### config.mk
export PLATFORM = sky130hd
export DESIGN_NAME = paged_shelf_rect_allocator
export DESIGN_NICKNAME = d
export VERILOG_FILES = /design/src/hdl/psra_pkg.sv /design/src/hdl/psra_ctrl.sv /design/src/hdl/psra_dpath.sv /design/src/hdl/paged_shelf_rect_allocator.sv
export SDC_FILE = /design/constraint.sdc
export NUM_CORES = 1
export LEC_CHECK = 0
export BUFFER_PORTS_ARGS = -buffer_cell sky130_fd_sc_hd__buf_2
export CAP_MARGIN = 40
export CORE_MARGIN = 4
export CORE_UTILIZATION = 32
export DETAILED_ROUTE_END_ITERATION = 10
export PLACE_DENSITY = 0.57
export SKIP_CTS_REPAIR_TIMING = 1
export SLEW_MARGIN = 20
export SYNTH_ARGS = -nofsm -noshare
export SYNTH_HDL_FRONTEND = slang
export SYNTH_SLANG_ARGS = --single-unit
### constraint.sdc
create_clock -name aclk -period 13.8 [get_ports aclk]
set_clock_uncertainty 0.1 [all_clocks]
set_input_delay 0.69 -clock aclk [delete_from_list [all_inputs] [get_ports aclk]]
set_output_delay 0.69 -clock aclk [all_outputs]
set_load 0.01 [all_outputs]
### src/hdl/psra_pkg.sv
// Shared types, constants and control structs for the paged shelf rectangle allocator.
// Used by psra_ctrl, psra_dpath and paged_shelf_rect_allocator; no dependencies.
package psra_pkg;

    localparam int PAGE_SIZE_DEF = 1024;
    localparam int MAX_PAGES_DEF = 8;
    localparam int PADDING_DEF   = 1;

    // request field width and padded size width (4095 plus up to 4096 of padding)
    localparam int RECT_W  = 12;
    localparam int REQ_W   = 13;
    localparam int LIMIT_W = 4;
    localparam logic [LIMIT_W-1:0] LIMIT_RESET = 4'd8;

    localparam int IN_DATA_W  = 24;
    localparam int OUT_DATA_W = 32;
    localparam int OUT_PAD_W  = 7;

    typedef logic [9:0] coord_out_t;
    typedef logic [2:0] page_out_t;
    typedef logic [7:0] count_cmp_t;

    // result selection codes
    localparam logic [1:0] RES_PLACE = 2'd0;
    localparam logic [1:0] RES_OPEN  = 2'd1;
    localparam logic [1:0] RES_FAIL  = 2'd2;

    typedef struct packed {
        logic       load_req;
        logic       scan_page;
        logic       step;
        logic       open_page;
        logic       res_take;
        logic [1:0] res_sel;
        logic       load_out;
    } psra_cmd_t;

    typedef struct packed {
        logic oversize;
        logic at_end;
        logic can_open;
        logic kind_match;
        logic fits;
    } psra_stat_t;

endpackage

### src/hdl/psra_ctrl.sv
// Controller state machine for the rectangle allocator: handshakes and scan sequencing.
// Depends on psra_pkg for the command and status structs and result codes.
module psra_ctrl (
    input  logic                  aclk,
    input  logic                  aresetn,
    input  logic                  s_tvalid,
    output logic                  s_tready,
    output logic                  m_tvalid,
    input  logic                  m_tready,
    input  psra_pkg::psra_stat_t  stat,
    output psra_pkg::psra_cmd_t   cmd
);

    localparam logic [1:0] ST_IDLE   = 2'd0;
    localparam logic [1:0] ST_SCAN   = 2'd1;
    localparam logic [1:0] ST_RESULT = 2'd2;

    logic [1:0] state_reg;
    logic [1:0] state_next;
    logic       m_valid_reg;
    logic       m_valid_next;

    always_ff @(posedge aclk) begin
        if (!aresetn) begin
            state_reg   <= ST_IDLE;
            m_valid_reg <= 1'b0;
        end else begin
            state_reg   <= state_next;
            m_valid_reg <= m_valid_next;
        end
    end

    always_comb begin
        state_next   = state_reg;
        cmd          = '0;
        cmd.res_sel  = psra_pkg::RES_FAIL;
        m_valid_next = m_valid_reg && !m_tready;
        unique case (state_reg)
            ST_IDLE: begin
                if (s_tvalid) begin
                    cmd.load_req = 1'b1;
                    state_next   = ST_SCAN;
                end
            end
            ST_SCAN: begin
                if (stat.oversize) begin
                    cmd.res_take = 1'b1;
                    cmd.res_sel  = psra_pkg::RES_FAIL;
                    state_next   = ST_RESULT;
                end else if (stat.at_end) begin
                    // every open page tried, open a fresh one if allowed
                    cmd.res_take = 1'b1;
                    if (stat.can_open) begin
                        cmd.open_page = 1'b1;
                        cmd.res_sel   = psra_pkg::RES_OPEN;
                    end else begin
                        cmd.res_sel   = psra_pkg::RES_FAIL;
                    end
                    state_next = ST_RESULT;
                end else if (stat.kind_match) begin
                    cmd.scan_page = 1'b1;
                    if (stat.fits) begin
                        cmd.res_take = 1'b1;
                        cmd.res_sel  = psra_pkg::RES_PLACE;
                        state_next   = ST_RESULT;
                    end else begin
                        cmd.step = 1'b1;
                    end
                end else begin
                    cmd.step = 1'b1;
                end
            end
            ST_RESULT: begin
                if (!m_valid_reg || m_tready) begin
                    cmd.load_out = 1'b1;
                    m_valid_next = 1'b1;
                    state_next   = ST_IDLE;
                end
            end
            default: begin
                state_next = ST_IDLE;
            end
        endcase
    end

    assign s_tready = (state_reg == ST_IDLE);
    assign m_tvalid = m_valid_reg;

endmodule

### src/hdl/psra_dpath.sv
// Datapath for the rectangle allocator: page records, request and scan registers,
// shelf arithmetic and the output item register. Depends on psra_pkg.
module psra_dpath #(
    parameter int PAGE_SIZE = psra_pkg::PAGE_SIZE_DEF,
    parameter int MAX_PAGES = psra_pkg::MAX_PAGES_DEF,
    parameter int PADDING   = psra_pkg::PADDING_DEF
) (
    input  logic                                 aclk,
    input  logic                                 aresetn,
    input  logic [psra_pkg::IN_DATA_W-1:0]       s_tdata,
    input  logic                                 s_tuser,
    input  logic                                 cfg_we,
    input  logic [psra_pkg::LIMIT_W-1:0]         cfg_wdata,
    input  psra_pkg::psra_cmd_t                  cmd,
    output psra_pkg::psra_stat_t                 stat,
    output logic [psra_pkg::OUT_DATA_W-1:0]      m_tdata
);

    localparam int RECT_W = psra_pkg::RECT_W;
    localparam int REQ_W  = psra_pkg::REQ_W;
    localparam int CW     = $clog2(PAGE_SIZE + 1);
    localparam int S_W    = ((CW > REQ_W) ? CW : REQ_W) + 1;
    localparam int CNT_W  = $clog2(MAX_PAGES + 1);
    localparam int PG_W   = (MAX_PAGES > 1) ? $clog2(MAX_PAGES) : 1;

    typedef logic [CW-1:0] coord_t;

    logic [REQ_W-1:0]            req_w_reg;
    logic [REQ_W-1:0]            req_h_reg;
    logic                        req_kind_reg;
    logic [CNT_W-1:0]            idx_reg;
    logic [CNT_W-1:0]            pages_open_reg;
    logic [psra_pkg::LIMIT_W-1:0] limit_reg;

    logic   colour_reg [MAX_PAGES];
    coord_t pen_reg    [MAX_PAGES];
    coord_t top_reg    [MAX_PAGES];
    coord_t tall_reg   [MAX_PAGES];

    logic                 res_placed_reg;
    psra_pkg::page_out_t  res_page_reg;
    psra_pkg::coord_out_t res_x_reg;
    psra_pkg::coord_out_t res_y_reg;
    logic                 res_opened_reg;
    logic [psra_pkg::OUT_DATA_W-1:0] out_data_reg;

    logic [PG_W-1:0] pg;
    coord_t          cur_pen;
    coord_t          cur_top;
    coord_t          cur_tall;
    logic [S_W-1:0]  pen_sum;
    logic [S_W-1:0]  top_adv;
    logic [S_W-1:0]  top_sum;
    logic [S_W-1:0]  place_sum;
    logic            wrap;
    logic            fits;
    coord_t          eff_pen;
    coord_t          eff_top;
    coord_t          eff_tall;
    coord_t          h_cw;
    coord_t          w_cw;
    coord_t          new_pen;
    coord_t          new_tall;
    psra_pkg::count_cmp_t lim_ext;
    psra_pkg::count_cmp_t lim_eff;

    assign pg       = idx_reg[PG_W-1:0];
    assign cur_pen  = pen_reg[pg];
    assign cur_top  = top_reg[pg];
    assign cur_tall = tall_reg[pg];
    assign h_cw     = CW'(req_h_reg);
    assign w_cw     = CW'(req_w_reg);

    always_comb begin
        pen_sum   = S_W'(cur_pen) + S_W'(req_w_reg);
        wrap      = pen_sum > S_W'(PAGE_SIZE);
        // starting a new shelf drops below the tallest item of the old one
        top_adv   = S_W'(cur_top) + S_W'(cur_tall);
        eff_top   = wrap ? CW'(top_adv) : cur_top;
        eff_pen   = wrap ? '0 : cur_pen;
        eff_tall  = wrap ? '0 : cur_tall;
        top_sum   = S_W'(eff_top) + S_W'(req_h_reg);
        place_sum = S_W'(eff_pen) + S_W'(req_w_reg);
        fits      = top_sum <= S_W'(PAGE_SIZE);
        new_pen   = fits ? CW'(place_sum) : eff_pen;
        if (fits && (h_cw > eff_tall)) begin
            new_tall = h_cw;
        end else begin
            new_tall = eff_tall;
        end
    end

    always_comb begin
        lim_ext = psra_pkg::count_cmp_t'(limit_reg);
        if (lim_ext > psra_pkg::count_cmp_t'(MAX_PAGES)) begin
            lim_eff = psra_pkg::count_cmp_t'(MAX_PAGES);
        end else begin
            lim_eff = lim_ext;
        end
    end

    assign stat.fits       = fits;
    assign stat.oversize   = (req_w_reg > REQ_W'(PAGE_SIZE)) || (req_h_reg > REQ_W'(PAGE_SIZE));
    assign stat.at_end     = (idx_reg == pages_open_reg);
    assign stat.can_open   = psra_pkg::count_cmp_t'(pages_open_reg) < lim_eff;
    assign stat.kind_match = (colour_reg[pg] == req_kind_reg);

    // configuration, request and scan index
    always_ff @(posedge aclk) begin
        if (!aresetn) begin
            limit_reg <= psra_pkg::LIMIT_RESET;
        end else if (cfg_we) begin
            limit_reg <= cfg_wdata;
        end
    end

    always_ff @(posedge aclk) begin
        if (cmd.load_req) begin
            req_w_reg    <= REQ_W'(s_tdata[RECT_W-1:0]) + REQ_W'(2 * PADDING);
            req_h_reg    <= REQ_W'(s_tdata[2*RECT_W-1:RECT_W]) + REQ_W'(2 * PADDING);
            req_kind_reg <= s_tuser;
        end
    end

    always_ff @(posedge aclk) begin
        if (!aresetn) begin
            idx_reg <= '0;
        end else if (cmd.load_req) begin
            idx_reg <= '0;
        end else if (cmd.step) begin
            idx_reg <= idx_reg + CNT_W'(1);
        end
    end

    // page records; page 0 starts open as a coverage page
    always_ff @(posedge aclk) begin
        if (!aresetn) begin
            pages_open_reg <= CNT_W'(1);
            for (int k = 0; k < MAX_PAGES; k++) begin
                colour_reg[k] <= 1'b0;
                pen_reg[k]    <= '0;
                top_reg[k]    <= '0;
                tall_reg[k]   <= '0;
            end
        end else if (cmd.open_page) begin
            pages_open_reg <= pages_open_reg + CNT_W'(1);
            colour_reg[pg] <= req_kind_reg;
            pen_reg[pg]    <= w_cw;
            top_reg[pg]    <= '0;
            tall_reg[pg]   <= h_cw;
        end else if (cmd.scan_page) begin
            // shelf change is kept even when the page proves too short
            pen_reg[pg]  <= new_pen;
            top_reg[pg]  <= eff_top;
            tall_reg[pg] <= new_tall;
        end
    end

    always_ff @(posedge aclk) begin
        if (cmd.res_take) begin
            case (cmd.res_sel)
                psra_pkg::RES_PLACE: begin
                    res_placed_reg <= 1'b1;
                    res_page_reg   <= psra_pkg::page_out_t'(idx_reg);
                    res_x_reg      <= psra_pkg::coord_out_t'(S_W'(eff_pen) + S_W'(PADDING));
                    res_y_reg      <= psra_pkg::coord_out_t'(S_W'(eff_top) + S_W'(PADDING));
                    res_opened_reg <= 1'b0;
                end
                psra_pkg::RES_OPEN: begin
                    res_placed_reg <= 1'b1;
                    res_page_reg   <= psra_pkg::page_out_t'(idx_reg);
                    res_x_reg      <= psra_pkg::coord_out_t'(PADDING);
                    res_y_reg      <= psra_pkg::coord_out_t'(PADDING);
                    res_opened_reg <= 1'b1;
                end
                default: begin
                    res_placed_reg <= 1'b0;
                    res_page_reg   <= '0;
                    res_x_reg      <= '0;
                    res_y_reg      <= '0;
                    res_opened_reg <= 1'b0;
                end
            endcase
        end
    end

    always_ff @(posedge aclk) begin
        if (cmd.load_out) begin
            out_data_reg <= {{psra_pkg::OUT_PAD_W{1'b0}}, res_opened_reg, res_y_reg,
                             res_x_reg, res_page_reg, res_placed_reg};
        end
    end

    assign m_tdata = out_data_reg;

endmodule

### src/hdl/paged_shelf_rect_allocator.sv
// channel | direction | tdata fields (low bit up)                        | tuser
// s_      | in        | rect_width[11:0], rect_height[23:12]             | colour_kind
// m_      | out       | placed, page_index, origin_x, origin_y, opened_page | -
// cfg_    | in        | page_limit on cfg_wdata, written when cfg_we is high | -
//
// one item at a time: the item is accepted, then the open page records are visited in turn
// (up to MAX_PAGES, one record read per cycle), a fresh page is opened or the request
// fails, and the result is moved to the output register.
// oversized requests fail before any page is visited. the next item is accepted while a
// result still waits on m_tready. reset is synchronous on aresetn low: page 0 open
// as a coverage page, page_limit 8; no clearing pass.
// Top level of the allocator; depends on psra_pkg, psra_ctrl and psra_dpath.
module paged_shelf_rect_allocator #(
    parameter int PAGE_SIZE = psra_pkg::PAGE_SIZE_DEF,
    parameter int MAX_PAGES = psra_pkg::MAX_PAGES_DEF,
    parameter int PADDING   = psra_pkg::PADDING_DEF
) (
    input  logic                             aclk,
    input  logic                             aresetn,
    input  logic                             s_tvalid,
    output logic                             s_tready,
    input  logic [psra_pkg::IN_DATA_W-1:0]   s_tdata,   // rect_width, rect_height
    input  logic                             s_tuser,   // colour_kind
    output logic                             m_tvalid,
    input  logic                             m_tready,
    output logic [psra_pkg::OUT_DATA_W-1:0]  m_tdata,   // placed, page_index, origin_x,
                                                        // origin_y, opened_page, zero fill
    input  logic                             cfg_we,
    input  logic [psra_pkg::LIMIT_W-1:0]     cfg_wdata
);

    psra_pkg::psra_cmd_t  cmd;
    psra_pkg::psra_stat_t stat;

    psra_ctrl u_ctrl (
        .aclk     (aclk),
        .aresetn  (aresetn),
        .s_tvalid (s_tvalid),
        .s_tready (s_tready),
        .m_tvalid (m_tvalid),
        .m_tready (m_tready),
        .stat     (stat),
        .cmd      (cmd)
    );

    psra_dpath #(
        .PAGE_SIZE (PAGE_SIZE),
        .MAX_PAGES (MAX_PAGES),
        .PADDING   (PADDING)
    ) u_dpath (
        .aclk      (aclk),
        .aresetn   (aresetn),
        .s_tdata   (s_tdata),
        .s_tuser   (s_tuser),
        .cfg_we    (cfg_we),
        .cfg_wdata (cfg_wdata),
        .cmd       (cmd),
        .stat      (stat),
        .m_tdata   (m_tdata)
    );

endmodule
==> impl_results.md <==
* WS Path Type: register to register
* DIE AREA at roughly 0.064 mm2
* Clock root buffer master: clkbuf_16
* Die Y at roughly 250 um
* Avg WL per Cell at 21.6 um
* Sequential Area at 0.0108 mm2
* Async SR Flop Fraction at 0%
* Placed cell area at 0.0202 mm2
* Vias at 12,300
* Vias/cell at ~5.2
* I/O pin count at 68
* Leakage at 7.69 nW
* Clock buffer depth at 3
* Ratio of cells with drive above 1 in the final layout at between 20% and 30%
* Largest net degree at the start of global routing at 49
* Post-synth EDFFs at 341
* Yosys reg bits at around 370
* Worst path required time at 13.98 ns
* Hold_ws at 0.195 ns
* Area grow syn2layout at 12.5%
* Total negative setup slack at 0 ns
* Synth Warn # at 0
* Critical path fanouts, max at 32
* Final setup viols at 0
* Hpwl dp at 33,200 um
* Status: finished clean
* Worst Tran Pin Value at roughly 0.84 ns
* Max-slew violations at 0
* WL final at slightly above 50,000 um
* N_diodes at 0
* Clock Sinks at around 370
* Endpoints failing hold at 0
* Seq/Total Area, Yosys at 56.4%
* Initial antenna violation count at 0
* Power Density at approximately 120 mW/mm2
* Clk slew on worst S/H paths at 0.06 ns
* Most common cell after layout, fill and taps aside: edfxtp_1
* Most frequent cells in the layout: 341 x edfxtp_1, 295 x nor2_1, 68 x mux4_2
* Placeable Area at 0.0590 mm2
* Clock latency on the worst-skew pair at between 0.5 and 0.6 ns
* Worst VDD drop at about 0.000076 V
* RSZ-0062 raised after global routing: no
* Setup crit end kind: register
* Hold WC Path Type: input port to register
* Global placement routability congestion at 0.847
* First-pass GRT wire length at 76,900 um
* Die Wd at about 250 um
* CTS H-tree depth at 2
* Crit path to: u_dpath.res_y_reg[8]$_DFFE_PP_
* FF-to-FF setup slack at between 4 and 5 ns
* Max-Slew Margin vs Limit at 43.9%
* Final cell count without fillers at 2,352
* Fmax at about 110 MHz
* Yosys cell types at 86
* NumNets Final at 1,650
* First-pass DRT Iterations at 5
* Synth Flop Type: edfxtp_1
* Initial DRC Count at 1,148
* Inst Count DP at 2,276
* Site row count at just under 90
* Maxcap violations at 0
* Starting Density at 32.3%
* Total Power at 2.57 mW
* Fin crit period at 9.47 ns
* Count of port buffers added during placement at 60
* Total GRT Usage at 15.8%
* Mapped cell area at ~0.019 mm2
* Cell count after synthesis at 1,491
* CP startpoint kind: register
* FF-to-FF path depth at 27
* Filler instances at 5,694
* CTS tree: yes
* Total DRC errors in the routed layout at 0
* CTS Buf Count at between 40 and 50
* R2R Path End: u_dpath.res_y_reg[8]$_DFFE_PP_
* Design area at 0.0215 mm2
* Avg Inst Size Synth at 12.8 um2
* Vias in the first global route at 12,400
* Grt ovf at 0
* Area of the multi-input gates at between 0.007 and 0.008 mm2
* Detail Route Antenna Nets at 0
* Crit path DAT at slightly below 10 ns
* Fin crit share at 68.6%
-- synthesized netlist by cell type, drive strengths merged (3+ instances only) --
master  count  share of area (%)
o211ai      8               0.34
nor3       31               0.84
nand3b      4               0.16
xnor2      35                1.6
mux2       50                3.2
a21oi      32               0.84
mux2i      22                1.2
clkbuf     37               0.73
fa          4               0.42
buf        38                1.6
nand2      74                1.8
and4        4               0.18
ha         62                4.1
edfxtp    341                 54
xor2       20               0.92
mux4       68                8.0
a31oi       9               0.36
nand4b      3               0.14
o31a        3               0.14
nor2      313                6.4
o21ai      27               0.71
a211oi     10               0.39
o21bai      5               0.22
a31o        7               0.32
nor3b       6               0.26
or3         5               0.16
dfxtp      26                2.7
or2        11               0.36
and2       13               0.44
inv        51                1.0
o21a       11               0.43
and3b       9               0.41
o31ai       7               0.71
nand4      11               0.36
nor4       11               0.36
nand3      28               0.73
nand2b     17               0.56
o22ai       4               0.13
and3       20               0.68
nor2b      13               0.43
a21o       13               0.52
-- area by class of cell --
| class | count | share of cell area [%] |
|---|---|---|
| clock buffers | 55 | 5.27 |
| repair buffers | 86 | 2.59 |
| clock inverters | 17 | 0.554 |
| well taps | 773 | 4.51 |
| inverters | 51 | 0.892 |
| multi-input cells | 1003 | 36.0 |
| flip-flops and latches | 367 | 50.2 |
-- logic make-up (layout without fill, tap and decap cells) --
group,Yosys count,after routing,synth area share (%)
DFF,367,367,56.4
other,1,7,0.0197
buffers and inverters,127,209,3.36
adders and majority gates,66,66,4.49
xor gates and xnor gates,55,55,2.52
AOI/OAI and AO/OA,155,155,6.11
and+or+nand+nor,580,580,14.7
muxes,140,140,12.4
-- metal layers --
metal / vias up / GRT usage [%] / part of all wire (%)
li1: 5626 / - / -
met1: 6190 / 21.3 / 42
met2: 404 / 26.3 / 48
met3: 88 / 2.94 / 6.9
met4: 0 / 4.38 / 2.8
met5: - / 0 / 0
-- how the worst min path moves through the flow --
stage / start / to / slack [ns] / cells past startpoint
after floorplan: u_dpath.res_placed_reg$_DFFE_PP_ / u_dpath.m_tdata[0]$_DFFE_PP_ / 0.30 / 0
after global placement: u_dpath.res_y_reg[8]$_DFFE_PP_ / u_dpath.m_tdata[22]$_DFFE_PP_ / 0.30 / 0
final: s_tuser / u_dpath.req_kind_reg$_DFFE_PP_ / 0.19 / 1
after detailed placement: u_dpath.res_y_reg[8]$_DFFE_PP_ / u_dpath.m_tdata[22]$_DFFE_PP_ / 0.31 / 0
after CTS: s_tuser / u_dpath.req_kind_reg$_DFFE_PP_ / 0.16 / 1
after global routing: s_tuser / u_dpath.req_kind_reg$_DFFE_PP_ / 0.18 / 1
-- worst max-delay path: stages, from the launching register on --
cell	delay, ns
dfxtp_4	0.61
buf_12	0.26
buf_4	0.60
mux4_2	0.57
mux2_2	0.31
ha_1	0.21
inv_1	0.07
fa_1	0.19
and2b_1	0.20
o21a_1	0.21
or3_1	0.37
a2111oi_2	0.37
nand4_1	0.20
a31oi_4	0.42
mux2i_1	0.70
inv_1	0.31
ha_1	0.30
inv_1	0.08
fa_1	0.14
or3b_1	0.36
a221oi_1	0.25
o211ai_1	0.14
nor4_1	0.34
and4_1	0.31
o21bai_2	0.06
buf_4	0.22
nand2b_1	0.51
nor3_1	0.70
-- report_power, final --
part           switching [mW]  leakage (nW)  total, mW  internal, mW
clock network           0.449         0.611       1.03         0.580
registers              0.0201          3.64       1.27          1.25
logic                   0.169          3.43      0.267        0.0982
total                   0.638          7.69       2.57          1.93
-- metrics by stage --
step | setup WS (ns) | utilization, %
5_1_grt | 3.65 | 36.4
4_1_cts | 3.96 | 36.3
3_5_place_dp | 3.97 | 34.1
6_report | 4.33 | 36.4
3_3_place_gp | 3.96 | 34.1
2_1_floorplan | 5.38 | -
Note: power is estimated with default switching activity, not from simulation.
